<file path="src/hw/rtl/pooled_linear_classifier_head_macros.svh">
// ----------------------------------------------------------------------------
// pooled linear classifier head assertion macros
// concurrent check wrappers, compiled out when SYNTH is set
// ----------------------------------------------------------------------------
`ifndef POOLED_LINEAR_CLASSIFIER_HEAD_MACROS_SVH
`define POOLED_LINEAR_CLASSIFIER_HEAD_MACROS_SVH

`ifndef SYNTH
// same-cycle implication
`define PLCH_ASSERT_NOW(lbl, pre, post, msg) \
  lbl: assert property (@(posedge clk_i) disable iff (!rst_ni) (pre) |-> (post)) \
    else $error(msg);
// next-cycle implication
`define PLCH_ASSERT_NEXT(lbl, pre, post, msg) \
  lbl: assert property (@(posedge clk_i) disable iff (!rst_ni) (pre) |=> (post)) \
    else $error(msg);
`else
`define PLCH_ASSERT_NOW(lbl, pre, post, msg)
`define PLCH_ASSERT_NEXT(lbl, pre, post, msg)
`endif

`endif

</file>
<file path="src/hw/rtl/plch_pkg.sv">
// ----------------------------------------------------------------------------
// plch_pkg
// types and constants of the pooled linear classifier head
// ----------------------------------------------------------------------------
package plch_pkg;

  localparam int FRAME_HEIGHT = 8;
  localparam int FRAME_WIDTH  = 8;
  localparam int CHANNELS     = 64;
  localparam int MAX_CLASSES  = 16;

  localparam int FRAME_ELEMS  = FRAME_HEIGHT * FRAME_WIDTH * CHANNELS;
  localparam int ELEM_W       = $clog2(FRAME_ELEMS + 1);
  localparam int CH_W         = $clog2(CHANNELS);
  localparam int CLS_W        = 4;
  localparam int WDEPTH       = 1024;
  localparam int WADDR_W      = 10;
  localparam int SUM_W        = 15;
  localparam int DIV_MAG_W    = 14;
  localparam int DIV_CNT_W    = $clog2(DIV_MAG_W);
  localparam int DVS_W        = 31;
  localparam int ACC_W        = 40;
  localparam int CFG_W        = 31;

  typedef enum logic [1:0] {
    CMD_ACT    = 2'd0,
    CMD_WEIGHT = 2'd1,
    CMD_BIAS   = 2'd2,
    CMD_NONE   = 2'd3
  } cmd_e;

  typedef enum logic {
    REG_CLASS_COUNT = 1'b0,
    REG_DIVISOR     = 1'b1
  } reg_e;

  typedef struct packed {
    logic [1:0]        cmd;
    logic signed [7:0] activation;
    logic [9:0]        table_index;
    logic signed [7:0] weight;
    logic signed [31:0] bias;
  } in_t;

  typedef struct packed {
    logic [3:0]         class_index;
    logic signed [31:0] logit;
    logic [3:0]         best_class;
    logic               status;
    logic               last;
  } out_t;

  typedef enum logic [3:0] {
    S_IDLE, S_DRAIN, S_DRD, S_DSTART, S_DWAIT,
    S_BRD, S_BLD, S_MAC, S_MEND, S_EMIT, S_CLEAR
  } state_e;

endpackage

</file>
<file path="src/hw/rtl/plch_div.sv">
// ----------------------------------------------------------------------------
// plch_div
// serial restoring divider, signed sum by unsigned divisor, truncating
// ----------------------------------------------------------------------------
module plch_div (
  input  logic                             clk_i,
  input  logic                             rst_ni,
  input  logic                             start_i,
  input  logic signed [plch_pkg::SUM_W-1:0] dividend_i,
  input  logic [plch_pkg::DVS_W-1:0]       divisor_i,
  output logic                             busy_o,
  output logic                             done_o,
  output logic signed [plch_pkg::SUM_W-1:0] quotient_o
);

  logic                               busy_q, busy_d;
  logic                               done_q, done_d;
  logic [plch_pkg::DIV_CNT_W-1:0]     cnt_q, cnt_d;
  logic [plch_pkg::SUM_W-1:0]         rem_q, rem_d;
  logic [plch_pkg::DIV_MAG_W-1:0]     quo_q, quo_d;
  logic                               neg_q, neg_d;
  logic [plch_pkg::DVS_W-1:0]         dvs_q, dvs_d;
  logic [plch_pkg::SUM_W-1:0]         mag;
  logic [plch_pkg::SUM_W-1:0]         cand;
  logic                               fits;

  always_comb begin
    mag    = dividend_i[plch_pkg::SUM_W-1] ? (~dividend_i + 1'b1) : dividend_i;
    cand   = {rem_q[plch_pkg::SUM_W-2:0], quo_q[plch_pkg::DIV_MAG_W-1]};
    fits   = {{(plch_pkg::DVS_W-plch_pkg::SUM_W){1'b0}}, cand} >= dvs_q;
    busy_d = busy_q;
    done_d = 1'b0;
    cnt_d  = cnt_q;
    rem_d  = rem_q;
    quo_d  = quo_q;
    neg_d  = neg_q;
    dvs_d  = dvs_q;
    if (start_i) begin
      busy_d = 1'b1;
      cnt_d  = plch_pkg::DIV_CNT_W'(plch_pkg::DIV_MAG_W - 1);
      rem_d  = '0;
      quo_d  = mag[plch_pkg::DIV_MAG_W-1:0];
      neg_d  = dividend_i[plch_pkg::SUM_W-1];
      dvs_d  = divisor_i;
    end else if (busy_q) begin
      // one quotient bit per cycle
      rem_d = fits ? (cand - dvs_q[plch_pkg::SUM_W-1:0]) : cand;
      quo_d = {quo_q[plch_pkg::DIV_MAG_W-2:0], fits};
      cnt_d = cnt_q - 1'b1;
      if (cnt_q == '0) begin
        busy_d = 1'b0;
        done_d = 1'b1;
      end
    end
  end

  always_ff @(posedge clk_i or negedge rst_ni) begin
    if (!rst_ni) begin
      busy_q <= 1'b0;
      done_q <= 1'b0;
    end else begin
      busy_q <= busy_d;
      done_q <= done_d;
    end
  end

  always_ff @(posedge clk_i) begin
    cnt_q <= cnt_d;
    rem_q <= rem_d;
    quo_q <= quo_d;
    neg_q <= neg_d;
    dvs_q <= dvs_d;
  end

  assign busy_o     = busy_q;
  assign done_o     = done_q;
  assign quotient_o = neg_q ? -$signed({1'b0, quo_q}) : $signed({1'b0, quo_q});

endmodule

</file>
<file path="config.mk">
export PLATFORM = sky130hd
export DESIGN_NAME = plch_div
export DESIGN_NICKNAME = d
export VERILOG_FILES = /design/src/hw/rtl/pooled_linear_classifier_head_macros.svh /design/src/hw/rtl/plch_pkg.sv /design/src/hw/rtl/plch_div.sv
export SDC_FILE = /design/constraint.sdc
export NUM_CORES = 1
export LEC_CHECK = 0
export ABC_AREA = 1
export BUFFER_PORTS_ARGS = -buffer_cell sky130_fd_sc_hd__buf_2
export CAP_MARGIN = 20
export CORE_MARGIN = 5
export CORE_UTILIZATION = 40
export CTS_BUF_LIST = sky130_fd_sc_hd__clkbuf_16
export CTS_CLUSTER_DIAMETER = 150
export DETAILED_ROUTE_END_ITERATION = 12
export HOLD_SLACK_MARGIN = 0.08
export SLEW_MARGIN = 25
export SYNTH_ARGS = -nofsm -noshare
export SYNTH_HDL_FRONTEND = slang
export SYNTH_SLANG_ARGS = --single-unit
</file>
<file path="constraint.sdc">
create_clock -name clk_i -period 4 [get_ports clk_i]
set_input_delay 1.2 -clock clk_i [delete_from_list [all_inputs] [get_ports clk_i]]
set_output_delay 1.2 -clock clk_i [all_outputs]
set_load 0.01 [all_outputs]
</file>
==> impl_metrics.ini <==
[global_routing]
grt_pass1_vias = 3333
antenna_found_initial = 0
grt_pass1_wl_um = 14800
grtUsageTotal_pct = 15.7
grt_max_degree = 45
grt-ovfl-total = 0

[sta]
timing.fmax_mhz = 303
hold_viol_final = 0
rsz0062_at_grt = false
hold_ws_ns = 0.457
setup_tns_ns = 0
finClkSkew_ns = 0.00465
fin_ws_ns = 0.700
setup_viol = 0
tightest_slew_ns = 0.778
fin_crit_sh_pct = 82.5
min_period_ns = 3.30
slew_violations = 0
slew_headroom_pct = 48.1

[placement]
place_hpwl_um = 6660
dp_slack_ns = 1.08
port_buffers = 65
place_congestion = 0.859

[job]
cap_viol_max_count = 0

[hold_path]
whs_path_depth = 2
hp-class = reg2reg

[cells_and_area]
drive_gt1_share_pct = 19.9
mostFrequentLayoutCells = nand2_1, inv_1, buf_2
final_common_cell = nand2_1
syn_to_final_growth_pct = 19.2
nets = 622
n_antenna_cell = 0

[clock_tree]
clk_latency_ns = 0.33
hold_buffers = 0
cts-root-buf = clkbuf_16
cts_resized = 0
clock_path_buffers = 2
h-tree-depth = 3
post-cts-setup-buffer-count = 0
cts_tree = done
cts_sinks = 66
clk_pin_slew_ns = 0.05
numCtsBuffers = 9

[worst_setup_path]
r2r-end = rem_q[12]
r2r_cells = 11
cp-start-kind = flop
required_ns = 2.80
ff2ff_setup_slack_ns = 1.84
cp.arrival_ns = 2.10
crit_type = reg2out
end_kind = primary output
endpoint = quotient_o[12]
critical_path.startpoint = quo_q[1]
critical_path.max_fanout = 3
reg2reg_from = quo_q[13]

[synth]
netlist_instances = 484
postSynthAreaPerCell_um2 = 8.29
netlist.area_leader.share_pct = 34.4
ys_ff_latch = 66
ys_types = 37
yosysSeqAreaShare_pct = 44.7
yosysTopAreaCell = edfxtp_1
synth_area_leaders = edfxtp_1, nand2_1, dfxtp_1, inv_1, ha_1
syn-cell-area_um2 = 4010
synth_fp_nets = 552
ys_warn_count = 0

[run_status]
status = complete, no violations

[route]
avgViaCountPerCell = 4.78
dr.pass1.iters = 4
wl_per_cell_um = 12.7
wl_um = 8810
detail-route-antenna-nets = 0
vias = 3306
detailedRoute.firstIterationViolations = 116
drc = 0

[floorplanning]
ios = 66
start_util_pct = 41.0
die_w_um = 110
core_region_area_um2 = 9770
dieArea_um2 = 12100
die_h_um = 110
fp-row-count = 36

[power_and_ir_drop]
power_leakage_nw = 2.25
powerDensity_nw_per_um2 = 404
ir_drop_mv = 0.179
## synth_stat cells, drive strengths merged
cell type	instances
dfxtp	18
nor2	44
o21ai	32
a21oi	19
o21bai	1
nand3	42
nand3b	8
and3	1
nor3	14
or2	5
clkbuf	3
o31ai	3
xnor2	13
xor2	15
a21o	1
o21a	1
nand4	5
buf	6
nand2	115
edfxtp	46
fa	1
ha	18
inv	69
a31oi	2
dfrtp	2
## final cells by class
type                    instances  area (um^2)
clock buffers                   9          225
flip-flops and latches         66         1790
multi-input cells             340         1900
well taps                     133          166
repair buffers                 68          348
clock inverters                 7         92.6
fillers                       946         4990
inverters                      69          259
## per-stage QoR
stage / area, um^2 / std cells / utilization [%] / total power, mW
floorplan: 4010 / 484 / - / 1.01
global placement: 4470 / 676 / 45.7 / 1.11
detailed placement: 4470 / 676 / 45.7 / 1.12
CTS: 4780 / 692 / 48.9 / 1.95
global route: 4780 / 692 / 48.9 / 2.02
finish: 4780 / 692 / 48.9 / 1.93
## power by group
group / internal [mW] / leakage (nW) / switching [mW]
registers: 0.787 / 0.635 / 0.0329
logic: 0.117 / 1.47 / 0.164
clock network: 0.544 / 0.149 / 0.287
total: 1.45 / 2.25 / 0.484
## logic make-up after synthesis
family	synth area share, %
xor gates and xnor gates	6.11
DFF	44.7
adders and majority gates	6.11
and+or+nand+nor	26.9
buffers and inverters	7.95
AOI/OAI and AO/OA	8.20
## worst min-delay path by stage
stage               from        end  slack, ns
3_5_place_dp   rem_q[13]  rem_q[13]       0.45
6_report       rem_q[13]  rem_q[13]       0.46
2_1_floorplan  rem_q[13]  rem_q[13]       0.43
5_1_grt        rem_q[11]  rem_q[11]       0.49
4_1_cts        rem_q[13]  rem_q[13]       0.46
3_3_place_gp   rem_q[13]  rem_q[13]       0.44
## state kept, by name, indices dropped and copies added, names as in the netlist
signal,flops
done_o,1
cnt_q,4
quo_q,14
rem_q,14
neg_q,1
busy_o,1
dvs_q,31
## critical path: stages (launching register included)
cell	delay, ns
edfxtp_1	0.42
inv_1	0.10
ha_1	0.16
nand2_1	0.08
nor3_1	0.28
nand3_1	0.16
o21ai_0	0.28
xnor2_1	0.15
buf_2	0.15
## per-layer routing
layer  share of wire (%)  global-route usage (%)  vias to the layer above  wire length (um)
li1                    -                       -                     1728                 -
met1                  44                    18.7                     1500              3900
met2                  50                    27.9                       68              4400
met3                 4.3                    2.68                       10               375
met4                 1.6                    6.24                        0               141
met5                   0                       0                        -                 0
No activity file was read; power rests on OpenSTA's default activity.
