==> config.mk <==
export PLATFORM = sky130hd
export DESIGN_NAME = plch_ram
export DESIGN_NICKNAME = d
export VERILOG_FILES = /design/src/hw/rtl/pooled_linear_classifier_head_macros.svh /design/src/hw/rtl/plch_ram.sv
export SDC_FILE = /design/constraint.sdc
export NUM_CORES = 1
export LEC_CHECK = 0
export ABC_CLOCK_PERIOD_IN_PS = 3150
export BUFFER_PORTS_ARGS = -buffer_cell sky130_fd_sc_hd__clkbuf_2
export CORE_AREA = 2 2 125 127
export DETAILED_ROUTE_END_ITERATION = 10
export DIE_AREA = 0 0 127 129
export GPL_ROUTABILITY_DRIVEN = 0
export SETUP_SLACK_MARGIN = 0.4
export SLEW_MARGIN = 20
export SYNTH_ARGS = -nofsm -noshare
export SYNTH_HDL_FRONTEND = slang
export SYNTH_SLANG_ARGS = --single-unit
==> constraint.sdc <==
create_clock -name clk_i -period 3.15 [get_ports clk_i]
set_input_delay 0.1575 -clock clk_i [delete_from_list [all_inputs] [get_ports clk_i]]
set_output_delay 0.1575 -clock clk_i [all_outputs]
set_load 0.01 [all_outputs]
==> src/hw/rtl/pooled_linear_classifier_head_macros.svh <==
// ----------------------------------------------------------------------------
// pooled linear classifier head assertion macros
// concurrent check wrappers, compiled out when SYNTH is set
// ----------------------------------------------------------------------------
`ifndef POOLED_LINEAR_CLASSIFIER_HEAD_MACROS_SVH
`define POOLED_LINEAR_CLASSIFIER_HEAD_MACROS_SVH

`ifndef SYNTH
// same-cycle implication
`define PLCH_ASSERT_NOW(lbl, pre, post, msg) \
  lbl: assert property (@(posedge clk_i) disable iff (!rst_ni) (pre) |-> (post)) \
    else $error(msg);
// next-cycle implication
`define PLCH_ASSERT_NEXT(lbl, pre, post, msg) \
  lbl: assert property (@(posedge clk_i) disable iff (!rst_ni) (pre) |=> (post)) \
    else $error(msg);
`else
`define PLCH_ASSERT_NOW(lbl, pre, post, msg)
`define PLCH_ASSERT_NEXT(lbl, pre, post, msg)
`endif

`endif

==> src/hw/rtl/plch_ram.sv <==
// ----------------------------------------------------------------------------
// plch_ram
// generic one-write one-read ram with registered read data
// ----------------------------------------------------------------------------
module plch_ram #(
  parameter int WIDTH = 8,
  parameter int DEPTH = 16,
  localparam int AW   = $clog2(DEPTH)
) (
  input  logic             clk_i,
  input  logic             we_i,
  input  logic [AW-1:0]    waddr_i,
  input  logic [WIDTH-1:0] wdata_i,
  input  logic [AW-1:0]    raddr_i,
  output logic [WIDTH-1:0] rdata_o
);

  logic [WIDTH-1:0] mem_q [DEPTH];
  logic [WIDTH-1:0] rdata_q;

  always_ff @(posedge clk_i) begin
    if (we_i) begin
      mem_q[waddr_i] <= wdata_i;
    end
    rdata_q <= mem_q[raddr_i];
  end

  assign rdata_o = rdata_q;

endmodule

==> results of run 1 <==
per-stage QoR:
stage,area [um2],hold WS [ns],power [mW],std cells,util
2_1_floorplan,5150,0.256,2.18,229,-
3_3_place_gp,5480,0.547,2.26,438,0.366
3_5_place_dp,5480,0.548,2.26,438,0.366
4_1_cts,6150,0.182,4.49,470,0.411
5_1_grt,6150,0.210,4.58,470,0.411
6_report,6150,0.183,4.45,470,0.411
power by group:
part / internal, mW / switching, mW
registers: 2.02 / 0.0131
clock network: 1.49 / 0.736
logic: 0.0753 / 0.110
final cells by class:
| type | instances | area, um2 | share of cell area |
|---|---|---|---|
| timing repair buffer | 31 | 183 | 0.0297 |
| multi-input combinational | 83 | 1060 | 0.172 |
| sequential | 136 | 4000 | 0.651 |
| clock inverter | 15 | 248 | 0.0403 |
| clock buffer | 17 | 425 | 0.0691 |
| tap | 188 | 235 | 0.0382 |
layout by cell type (no fill, tap or decap), drive strengths merged:
cell type	synthesis	final
a22oi	16	16
and2	1	1
and2b	1	1
buf	7	6
bufinv	0	6
clkbuf	0	42
clkinv	0	5
clkinvlp	0	2
dfxtp	8	8
edfxtp	128	128
inv	0	2
mux4	32	32
nand2	9	9
nand2b	2	2
nand3	1	1
nand3b	2	2
nor2	13	13
nor2b	1	1
nor3	4	4
or3b	1	1
worst paths after layout:
| check | end | cells past startpoint |
|---|---|---|
| max | rdata_o[0] | 5 |
| min | mem_q[5][2] | 1 |
| max reg2reg | rdata_o[1] | 3 |
| min reg2reg | rdata_o[3] | 3 |
registers in the layout, indices dropped and copies added, names as in the netlist:
register / count
rdata_o: 8
mem_q: 128
routing by layer:
metal | GRT usage | share of wire
met1 | 0.184 | 0.50
met2 | 0.201 | 0.47
met3 | 0.0353 | 0.028
met4 | 0.0427 | 0.0094
met5 | 0 | 0
cell families after synthesis:
group	synth area share
muxes	0.150
and+or+nand+nor	0.0318
buffers and inverters	0.0168
AOI/OAI and AO/OA	0.0233
DFF	0.778
worst register-to-register path, stage by stage (launching register included):
cell      delay, ns
edfxtp_1       0.37
mux4_1         0.50
a22oi_1        0.33
nand2_1        0.08
==> flow_metrics.env, run 1 <==
export IMPL_cts_setup_buffers=0
export IMPL_clk_pin_slew_worst_paths_ns=0.06
export IMPL_setup_violations=0
export IMPL_cts_resized=0
export IMPL_yosys_warnings=0
export IMPL_critPathLaunch="raddr_i[0]"
export IMPL_num_antenna_cells=0
export IMPL_p_per_area_nw_per_um2=723
export IMPL_ios=26
export IMPL_place_ws_ns=1.10
export IMPL_regToRegStartpoint="mem_q[2][1]"
export IMPL_die_width_um=127
export IMPL_io_buffers=25
export IMPL_cts_tree="yes"
export IMPL_drtIter0Drc=284
export IMPL_antenna_left=0
export IMPL_vdd_drop_max_v=0.000418
export IMPL_totalWireLength_um=10000
export IMPL_syn_to_final_growth_pct=19.5
export IMPL_worst_slew_pin_transition_ns=0.978
export IMPL_cts_sinks=136
export IMPL_holdCritStartpoint="wdata_i[2]"
export IMPL_synth_cells=229
export IMPL_yosysMostFrequentCell="edfxtp_1"
export IMPL_cts_hold_buf=0
export IMPL_yosysSeqAreaShare=0.778
export IMPL_skew_ns=0.00677
export IMPL_viasPerCell=5.09
export IMPL_drt_pre_antenna_iters=5
export IMPL_fin_crit_sh=0.503
export IMPL_r2r_slack_ns=1.75
export IMPL_gr_usage_all_layers=0.131
export IMPL_globalRouteOverflowTotal=0
export IMPL_crit_type="input port to flop"
export IMPL_critPathLaunchType="input port"
export IMPL_slew_headroom=0.346
export IMPL_numCtsBuffers=17
export IMPL_start_util=0.344
export IMPL_synth_edff_count=128
export IMPL_critical_path_slowest_cell="mux4_2"
export IMPL_dr_total_vias=2390
export IMPL_die_h_um=129
export IMPL_syn_area_per_cell_um2=22.5
export IMPL_synth_top_area_frac=0.747
export IMPL_hold_path_class="input port to flop"
export IMPL_grt_pass1_vias=2412
export IMPL_dieArea_um2=16400
export IMPL_period_minus_slack_ns=1.58
export IMPL_synth_seq_cells=136
export IMPL_critPathMaxFanout=17
export IMPL_drive_gt1_frac=0.287
export IMPL_worstPathCellList="clkbuf_2 -> buf_12 -> mux4_2 -> a22oi_1 -> nand2_1"
export IMPL_cpLargestDelayFamily="buffers and inverters"
export IMPL_fin_nets=287
export IMPL_synth_area_top_cells="edfxtp_1, mux4_2, mux4_1, dfxtp_1, a22oi_1"
export IMPL_coreArea_um2=15000
export IMPL_end_kind="flop"
export IMPL_synth_common_cells="edfxtp_1, mux4_2, a22oi_1, mux4_1, nor2_1"
export IMPL_critPathBufInv=2
export IMPL_timing_final_max_slew_violations=0
export IMPL_critPathMaxStageDelay_ns=0.53
export IMPL_synth_top_area_cell="edfxtp_1"
export IMPL_required_ns=3.43
export IMPL_synth_top_flop_cell="edfxtp_1"
export IMPL_yosys_cell_types_count=19
export IMPL_num_rows=45
export IMPL_fillers=1323
export IMPL_ctsHtreeMaxLevel=4
export IMPL_p_leak_nw=2.05
export IMPL_tns_ns=0
export IMPL_status="complete, no violations"
export IMPL_rsz0062_at_grt="no"
export IMPL_insertion_delay_ns=0.40
export IMPL_clockRootBuffer="clkbuf_16"
export IMPL_dpl_hpwl_um=6370
export IMPL_setup_ws_ns=1.57
export IMPL_clockBufferDepth=2
export IMPL_arrival_ns=1.86
export IMPL_drc=0
export IMPL_max_clock_freq_mhz=631
export IMPL_grt_first_pass_wirelength_um=15100
export IMPL_syn_area_um2=5150
export IMPL_wl_per_cell_um=21.3
export IMPL_synth_fp_nets=247
export IMPL_antenna_found_initial=0
export IMPL_cap_violations=0
export IMPL_hold_violations=0
export IMPL_grt_max_degree=19
export IMPL_async_reset_ff_frac=0
Power figures use the tool's default switching activity.
==> run 2, diff against run 1 <==
--- a/config.mk
+++ b/config.mk
@@ -5,11 +5,12 @@
 export SDC_FILE = /design/constraint.sdc
 export NUM_CORES = 1
 export LEC_CHECK = 0
-export ABC_CLOCK_PERIOD_IN_PS = 3150
+export ABC_AREA = 1
+export ABC_CLOCK_PERIOD_IN_PS = 1500
 export BUFFER_PORTS_ARGS = -buffer_cell sky130_fd_sc_hd__clkbuf_2
-export CORE_AREA = 2 2 125 127
+export CORE_AREA = 2 2 132 134
 export DETAILED_ROUTE_END_ITERATION = 10
-export DIE_AREA = 0 0 127 129
+export DIE_AREA = 0 0 134 136
 export GPL_ROUTABILITY_DRIVEN = 0
 export SETUP_SLACK_MARGIN = 0.4
 export SLEW_MARGIN = 20
==> constraint.sdc (replaced) <==
create_clock -name clk_i -period 1.5 [get_ports clk_i]
set_input_delay 0.075 -clock clk_i [delete_from_list [all_inputs] [get_ports clk_i]]
set_output_delay 0.075 -clock clk_i [all_outputs]
set_load 0.01 [all_outputs]
==> flow_metrics.env, run 2 <==
export IMPL_yosys_cell_types_count=12
export IMPL_tns_ns=0
export IMPL_synth_top_area_frac=0.667
export IMPL_regToRegStartpoint="mem_q[0][0]"
export IMPL_synth_common_cells="nand2_1, edfxtp_1, inv_1, nand3_1, nor2_1"
export IMPL_worst_slew_pin_transition_ns=0.404
export IMPL_largest_register_ffs=128
export IMPL_synth_cells=551
export IMPL_rsz0062_at_grt="no"
export IMPL_share_seq_of_total_power=0.504
export IMPL_skew_ns=0.00663
export IMPL_critical_path_slowest_cell="dfxtp_1"
export IMPL_holdCritStartpoint="raddr_i[3]"
export IMPL_synth_top_area_cell="edfxtp_1"
export IMPL_cts_sinks=136
export IMPL_synth_seq_cells=136
export IMPL_grt_pass1_vias=3783
export IMPL_drc=0
export IMPL_drive_gt1_frac=0.131
export IMPL_antenna_found_initial=0
export IMPL_critPathLaunchType="flop"
export IMPL_dieArea_um2=18200
export IMPL_yosys_warnings=0
export IMPL_dp_cells=806
export IMPL_p_leak_nw=2.94
export IMPL_syn_area_per_cell_um2=10.5
export IMPL_ctsHtreeMaxLevel=4
export IMPL_synth_edff_count=128
export IMPL_num_rows=48
export IMPL_slew_headroom=0.731
export IMPL_fin_nets=618
export IMPL_max_clock_freq_mhz=973
export IMPL_clkPwrFrac=0.435
export IMPL_clockBufferDepth=2
export IMPL_yosysMostFrequentCell="nand2_1"
export IMPL_timing_final_max_slew_violations=0
export IMPL_cts_tree="yes"
export IMPL_fin_crit_sh=0.685
export IMPL_setup_violations=0
export IMPL_mostFrequentLayoutCells="nand2_1, edfxtp_1, inv_1"
export IMPL_synth_top_flop_cell="edfxtp_1"
export IMPL_io_buffers=25
export IMPL_num_antenna_cells=0
export IMPL_cts_setup_buffers=0
export IMPL_crit_type="flop to primary output"
export IMPL_antenna_left=0
export IMPL_critPathBufInv=1
export IMPL_synth_fp_nets=569
export IMPL_numCtsBuffers=17
export IMPL_totalWireLength_um=12300
export IMPL_gr_usage_all_layers=0.150
export IMPL_end_kind="primary output"
export IMPL_final_cells=837
export IMPL_power_internal_mw=6.71
export IMPL_syn_area_um2=5770
export IMPL_die_h_um=136
export IMPL_clockRootBuffer="clkbuf_16"
export IMPL_hold_path_class="input port to flop"
export IMPL_swShare=0.210
export IMPL_wl_per_cell_um=14.7
export IMPL_status="complete, no violations"
export IMPL_cap_violations=0
export IMPL_required_ns=1.42
export IMPL_grt_first_pass_wirelength_um=20100
export IMPL_vdd_drop_max_v=0.000886
export IMPL_synth_area_top_cells="edfxtp_1, nand2_1, nand3_1, inv_1, dfxtp_1"
export IMPL_globalRouteOverflowTotal=0
export IMPL_ios=26
export IMPL_die_width_um=134
export IMPL_netSwitchingPower_mw=1.79
export IMPL_arrival_ns=0.95
export IMPL_hold_violations=0
export IMPL_async_reset_ff_frac=0
export IMPL_yosysSeqAreaShare=0.694
export IMPL_p_per_area_nw_per_um2=1250
export IMPL_fillers=1599
export IMPL_dpl_hpwl_um=7810
export IMPL_start_util=0.342
export IMPL_coreArea_um2=16900
export IMPL_worstPathCellList="clkbuf_2"
export IMPL_drtIter0Drc=413
export IMPL_insertion_delay_ns=0.41
export IMPL_syn_to_final_growth_pct=17.7
export IMPL_grt_max_degree=65
export IMPL_drt_pre_antenna_iters=5
export IMPL_critPathMaxFanout=1
export IMPL_viasPerCell=4.50
export IMPL_regMostFlops="mem_q"
export IMPL_clk_pin_slew_worst_paths_ns=0.05
export IMPL_critPathMaxStageDelay_ns=0.38
export IMPL_mostFrequentLayoutCell="nand2_1"
export IMPL_dr_total_vias=3764
export IMPL_combPwrFrac=0.061
export IMPL_period_minus_slack_ns=1.03
export IMPL_cpLargestDelayFamily="flip-flops"
export IMPL_critPathLaunch="rdata_o[6]"
[run 2: cell count changes after synthesis, sizes merged, moves of 3 or more]
| cell | previous run | this run |
|---|---|---|
| a22oi | 16 | 0 |
| buf | 7 | 24 |
| clkdlybuf4s25 | 3 | 0 |
| inv | 0 | 102 |
| mux4 | 32 | 0 |
| nand2 | 9 | 173 |
| nand3 | 1 | 97 |
| nor2 | 13 | 17 |
| nor3 | 4 | 0 |
[run 2: tightest hold or removal path: stages]
cell and delay (ns):
clkbuf_2 0.20, nand3_1 0.13, nand2_1 0.04
[run 2: logic make-up (layout without fill, tap and decap cells)]
kind of cell | count (synthesis) | count (layout) | synth area share
AND/OR/NAND/NOR | 289 | 289 | 0.210
flip-flops | 136 | 136 | 0.694
buffers and inverters | 126 | 187 | 0.0952
[run 2: worst paths after layout]
check / to / slack [ns] / depth (start not counted)
worst max register to register: rdata_o[0] / 0.50 / 6
worst min-delay path: rdata_o[3] / 0.09 / 3
worst min register to register: rdata_o[7] / 0.65 / 6
worst max-delay path: rdata_o[6] / 0.47 / 1
[run 2: per-layer routing]
layer,part of all wire,vias to the layer above,track usage
li1,-,1872,-
met1,0.44,1761,0.197
met2,0.47,117,0.233
met3,0.076,14,0.0529
met4,0.016,0,0.0461
met5,0,-,0
[run 2: area by class of cell]
| type | count | area (um2) | share of cell area |
|---|---|---|---|
| well taps | 225 | 282 | 0.0415 |
| inverters | 102 | 383 | 0.0564 |
| clock buffers | 25 | 465 | 0.0686 |
| multi-input cells | 289 | 1220 | 0.180 |
| flip-flops and latches | 136 | 4000 | 0.590 |
| clock inverters | 6 | 56.3 | 0.00829 |
| repair buffers | 54 | 380 | 0.0560 |
[run 2: what timing repair did]
action	in CTS	in global routing
hold buffers	0	0
gates resized for setup	0	1
endpoints found under the setup margin	0	1
[run 2: stage by stage]
step                 util  power [mW]  cell area (um2)  setup slack, ns  hold slack [ns]
global placement    0.371        4.87             6260            0.333            0.470
CTS                 0.402        8.58             6780            0.456           0.0678
floorplan               -        4.66             5770            0.474            0.174
global route        0.402        8.81             6790            0.406           0.0859
detailed placement  0.371        4.88             6260            0.341            0.477
finish              0.402        8.50             6790            0.473           0.0927
[run 2: power by group through the flow]
stage	logic [mW]	registers (mW)	clock network (mW)
after floorplan	0.300	4.36	0
after detailed placement	0.523	4.36	0
after CTS	0.526	4.28	3.77
after global placement	0.514	4.36	0
final	0.520	4.28	3.69
after global routing	0.591	4.29	3.94
==> run 3, diff against run 2 <==
--- a/config.mk
+++ b/config.mk
@@ -6,7 +6,7 @@
 export NUM_CORES = 1
 export LEC_CHECK = 0
 export ABC_AREA = 1
-export ABC_CLOCK_PERIOD_IN_PS = 1500
+export ABC_CLOCK_PERIOD_IN_PS = 900
 export BUFFER_PORTS_ARGS = -buffer_cell sky130_fd_sc_hd__clkbuf_2
 export CORE_AREA = 2 2 132 134
 export DETAILED_ROUTE_END_ITERATION = 10
==> constraint.sdc (replaced) <==
create_clock -name clk_i -period 0.9 [get_ports clk_i]
set_input_delay 0.045 -clock clk_i [delete_from_list [all_inputs] [get_ports clk_i]]
set_output_delay 0.045 -clock clk_i [all_outputs]
set_load 0.01 [all_outputs]
==> flow_metrics.env, run 3 (same netlist as run 2, synthesis figures left out) <==
export IMPL_insertion_delay_ns=0.42
export IMPL_max_clock_freq_mhz=1020
export IMPL_drc=0
export IMPL_reg2regPathDepth=6
export IMPL_cpMostUsedCell="nand2_1"
export IMPL_share_seq_of_total_power=0.471
export IMPL_syn_to_final_growth_pct=29.4
export IMPL_power_internal_mw=11.9
export IMPL_vdd_drop_max_v=0.00132
export IMPL_place_ws_ns=-0.244
export IMPL_clockRootBuffer="clkbuf_16"
export IMPL_critPathMaxFanout=1
export IMPL_worstPathCellList="nand2_1 -> nand2_1 -> nand2_1 -> nand3_2 -> nand3_2 -> nand2_1"
export IMPL_num_antenna_cells=0
export IMPL_placed_cell_area_um2=6420
export IMPL_wl_per_cell_um=16.7
export IMPL_p_leak_nw=3.13
export IMPL_worst_slew_pin_transition_ns=0.461
export IMPL_drtIter0Drc=279
export IMPL_min_to="rdata_o[1]"
export IMPL_gr_usage_all_layers=0.165
export IMPL_globalRouteOverflowTotal=0
export IMPL_r2r_slack_ns=-0.08
export IMPL_worstHoldPathCells=4
export IMPL_grt_max_degree=33
export IMPL_fin_nets=620
export IMPL_totalWireLength_um=14000
export IMPL_fillers=1536
export IMPL_rsz0062_at_grt="yes"
export IMPL_largest_register_ffs=128
export IMPL_dieArea_um2=18200
export IMPL_critPathBufInv=0
export IMPL_finish_instance_area_um2=7460
export IMPL_regToRegStartpoint="mem_q[6][7]"
export IMPL_setup_violations=12
export IMPL_arrival_ns=1.29
export IMPL_swShare=0.216
export IMPL_hold_violations=0
export IMPL_start_util=0.342
export IMPL_regMostFlops="mem_q"
export IMPL_coreArea_um2=16900
export IMPL_netSwitchingPower_mw=3.28
export IMPL_drive_gt1_frac=0.263
export IMPL_cts_sinks=136
export IMPL_io_buffers=25
export IMPL_die_width_um=134
export IMPL_grt_pass1_vias=3995
export IMPL_antenna_found_initial=0
export IMPL_timing_hold_ws_ns=0.0436
export IMPL_ctsHtreeMaxLevel=4
export IMPL_slew_headroom=0.693
export IMPL_mostFrequentLayoutCells="nand2_1, edfxtp_1, inv_1"
export IMPL_hold_path_class="input port to flop"
export IMPL_final_util=0.442
export IMPL_combPwrFrac=0.079
export IMPL_critPathMaxStageDelay_ns=0.41
export IMPL_cts_tree="yes"
export IMPL_mostFrequentLayoutCell="nand2_1"
export IMPL_viasPerCell=4.62
export IMPL_ios=26
export IMPL_cap_violations=0
export IMPL_num_rows=48
export IMPL_die_h_um=136
export IMPL_antenna_left=0
export IMPL_tns_ns=-0.421
export IMPL_violations="negative setup slack"
export IMPL_p_per_area_nw_per_um2=2040
export IMPL_skew_ns=0.00885
export IMPL_status="complete, but fails checks"
export IMPL_cpLargestDelayFamily="simple AND/OR/NAND/NOR gates"
export IMPL_dpl_hpwl_um=9050
export IMPL_drt_pre_antenna_iters=5
export IMPL_holdCritStartpoint="raddr_i[2]"
export IMPL_period_minus_slack_ns=0.982
export IMPL_required_ns=1.21
export IMPL_numCtsBuffers=17
export IMPL_clockBufferDepth=2
export IMPL_clkPwrFrac=0.450
export IMPL_clk_pin_slew_worst_paths_ns=0.05
export IMPL_crit_type="flop to flop"
export IMPL_fin_crit_sh=1.09
export IMPL_critical_path_slowest_cell="edfxtp_1"
export IMPL_end_kind="flop"
export IMPL_critPathLaunchType="flop"
export IMPL_dr_total_vias=3884
export IMPL_timing_final_max_slew_violations=0
export IMPL_setup_ws_ns=-0.0816
export IMPL_grt_first_pass_wirelength_um=21900
export IMPL_regToRegEndpoint="rdata_o[7]"
## run 3: metal layers
metal / vias to the layer above / routed length [um] / track usage / part of all wire
met5: - / 0 / 0 / 0
met4: 0 / 435 / 0.0827 / 0.031
met3: 29 / 548 / 0.0362 / 0.039
met2: 93 / 6920 / 0.278 / 0.49
met1: 1881 / 6100 / 0.199 / 0.44
li1: 1881 / - / - / -
## run 3: final cells by class
| class | count | area (um2) | area share |
|---|---|---|---|
| clock inverter | 10 | 128 | 0.0171 |
| inverter | 102 | 393 | 0.0527 |
| sequential | 136 | 4010 | 0.538 |
| clock buffer | 22 | 454 | 0.0609 |
| multi-input combinational | 289 | 1590 | 0.213 |
| tap | 225 | 282 | 0.0377 |
| timing repair buffer | 56 | 599 | 0.0803 |
## run 3: worst max path at each step
stage                 start            to  slack (ns)  cells past startpoint
4_1_cts          rdata_o[3]    rdata_o[3]       -0.08                      1
6_report        mem_q[6][7]    rdata_o[7]       -0.08                      6
3_3_place_gp     raddr_i[0]    rdata_o[4]       -0.22                      9
5_1_grt        mem_q[14][0]    rdata_o[0]       -0.12                      6
2_1_floorplan    waddr_i[2]  mem_q[10][0]       -0.02                      2
3_5_place_dp     raddr_i[0]    rdata_o[4]       -0.24                      9
## run 3: what timing repair did
item	CTS	global route
hold buffers	0	0
resized for setup	69	30
pin swaps	32	10
setup buffers	3	1
setup endpoints to repair	144	144
hold endpoints to repair	0	0
## run 3: per-stage QoR
stage          total power [mW]  cells
6_report                   15.2    840
5_1_grt                    15.7    840
4_1_cts                    15.3    839
3_5_place_dp               8.29    804
2_1_floorplan              7.81    551
3_3_place_gp               8.27    804
## run 3: power by group through the flow
stage	sequential (mW)	clock, mW	combinational (mW)
floorplan	7.27	0	0.545
global placement	7.27	0	0.999
detailed placement	7.27	0	1.02
CTS	7.15	6.95	1.16
global route	7.16	7.22	1.31
finish	7.15	6.85	1.20
## run 3: tightest hold or removal path, stage by stage
cell	delay, ns
clkbuf_2	0.13
nand3_2	0.10
nand3_2	0.09
nand2_1	0.06
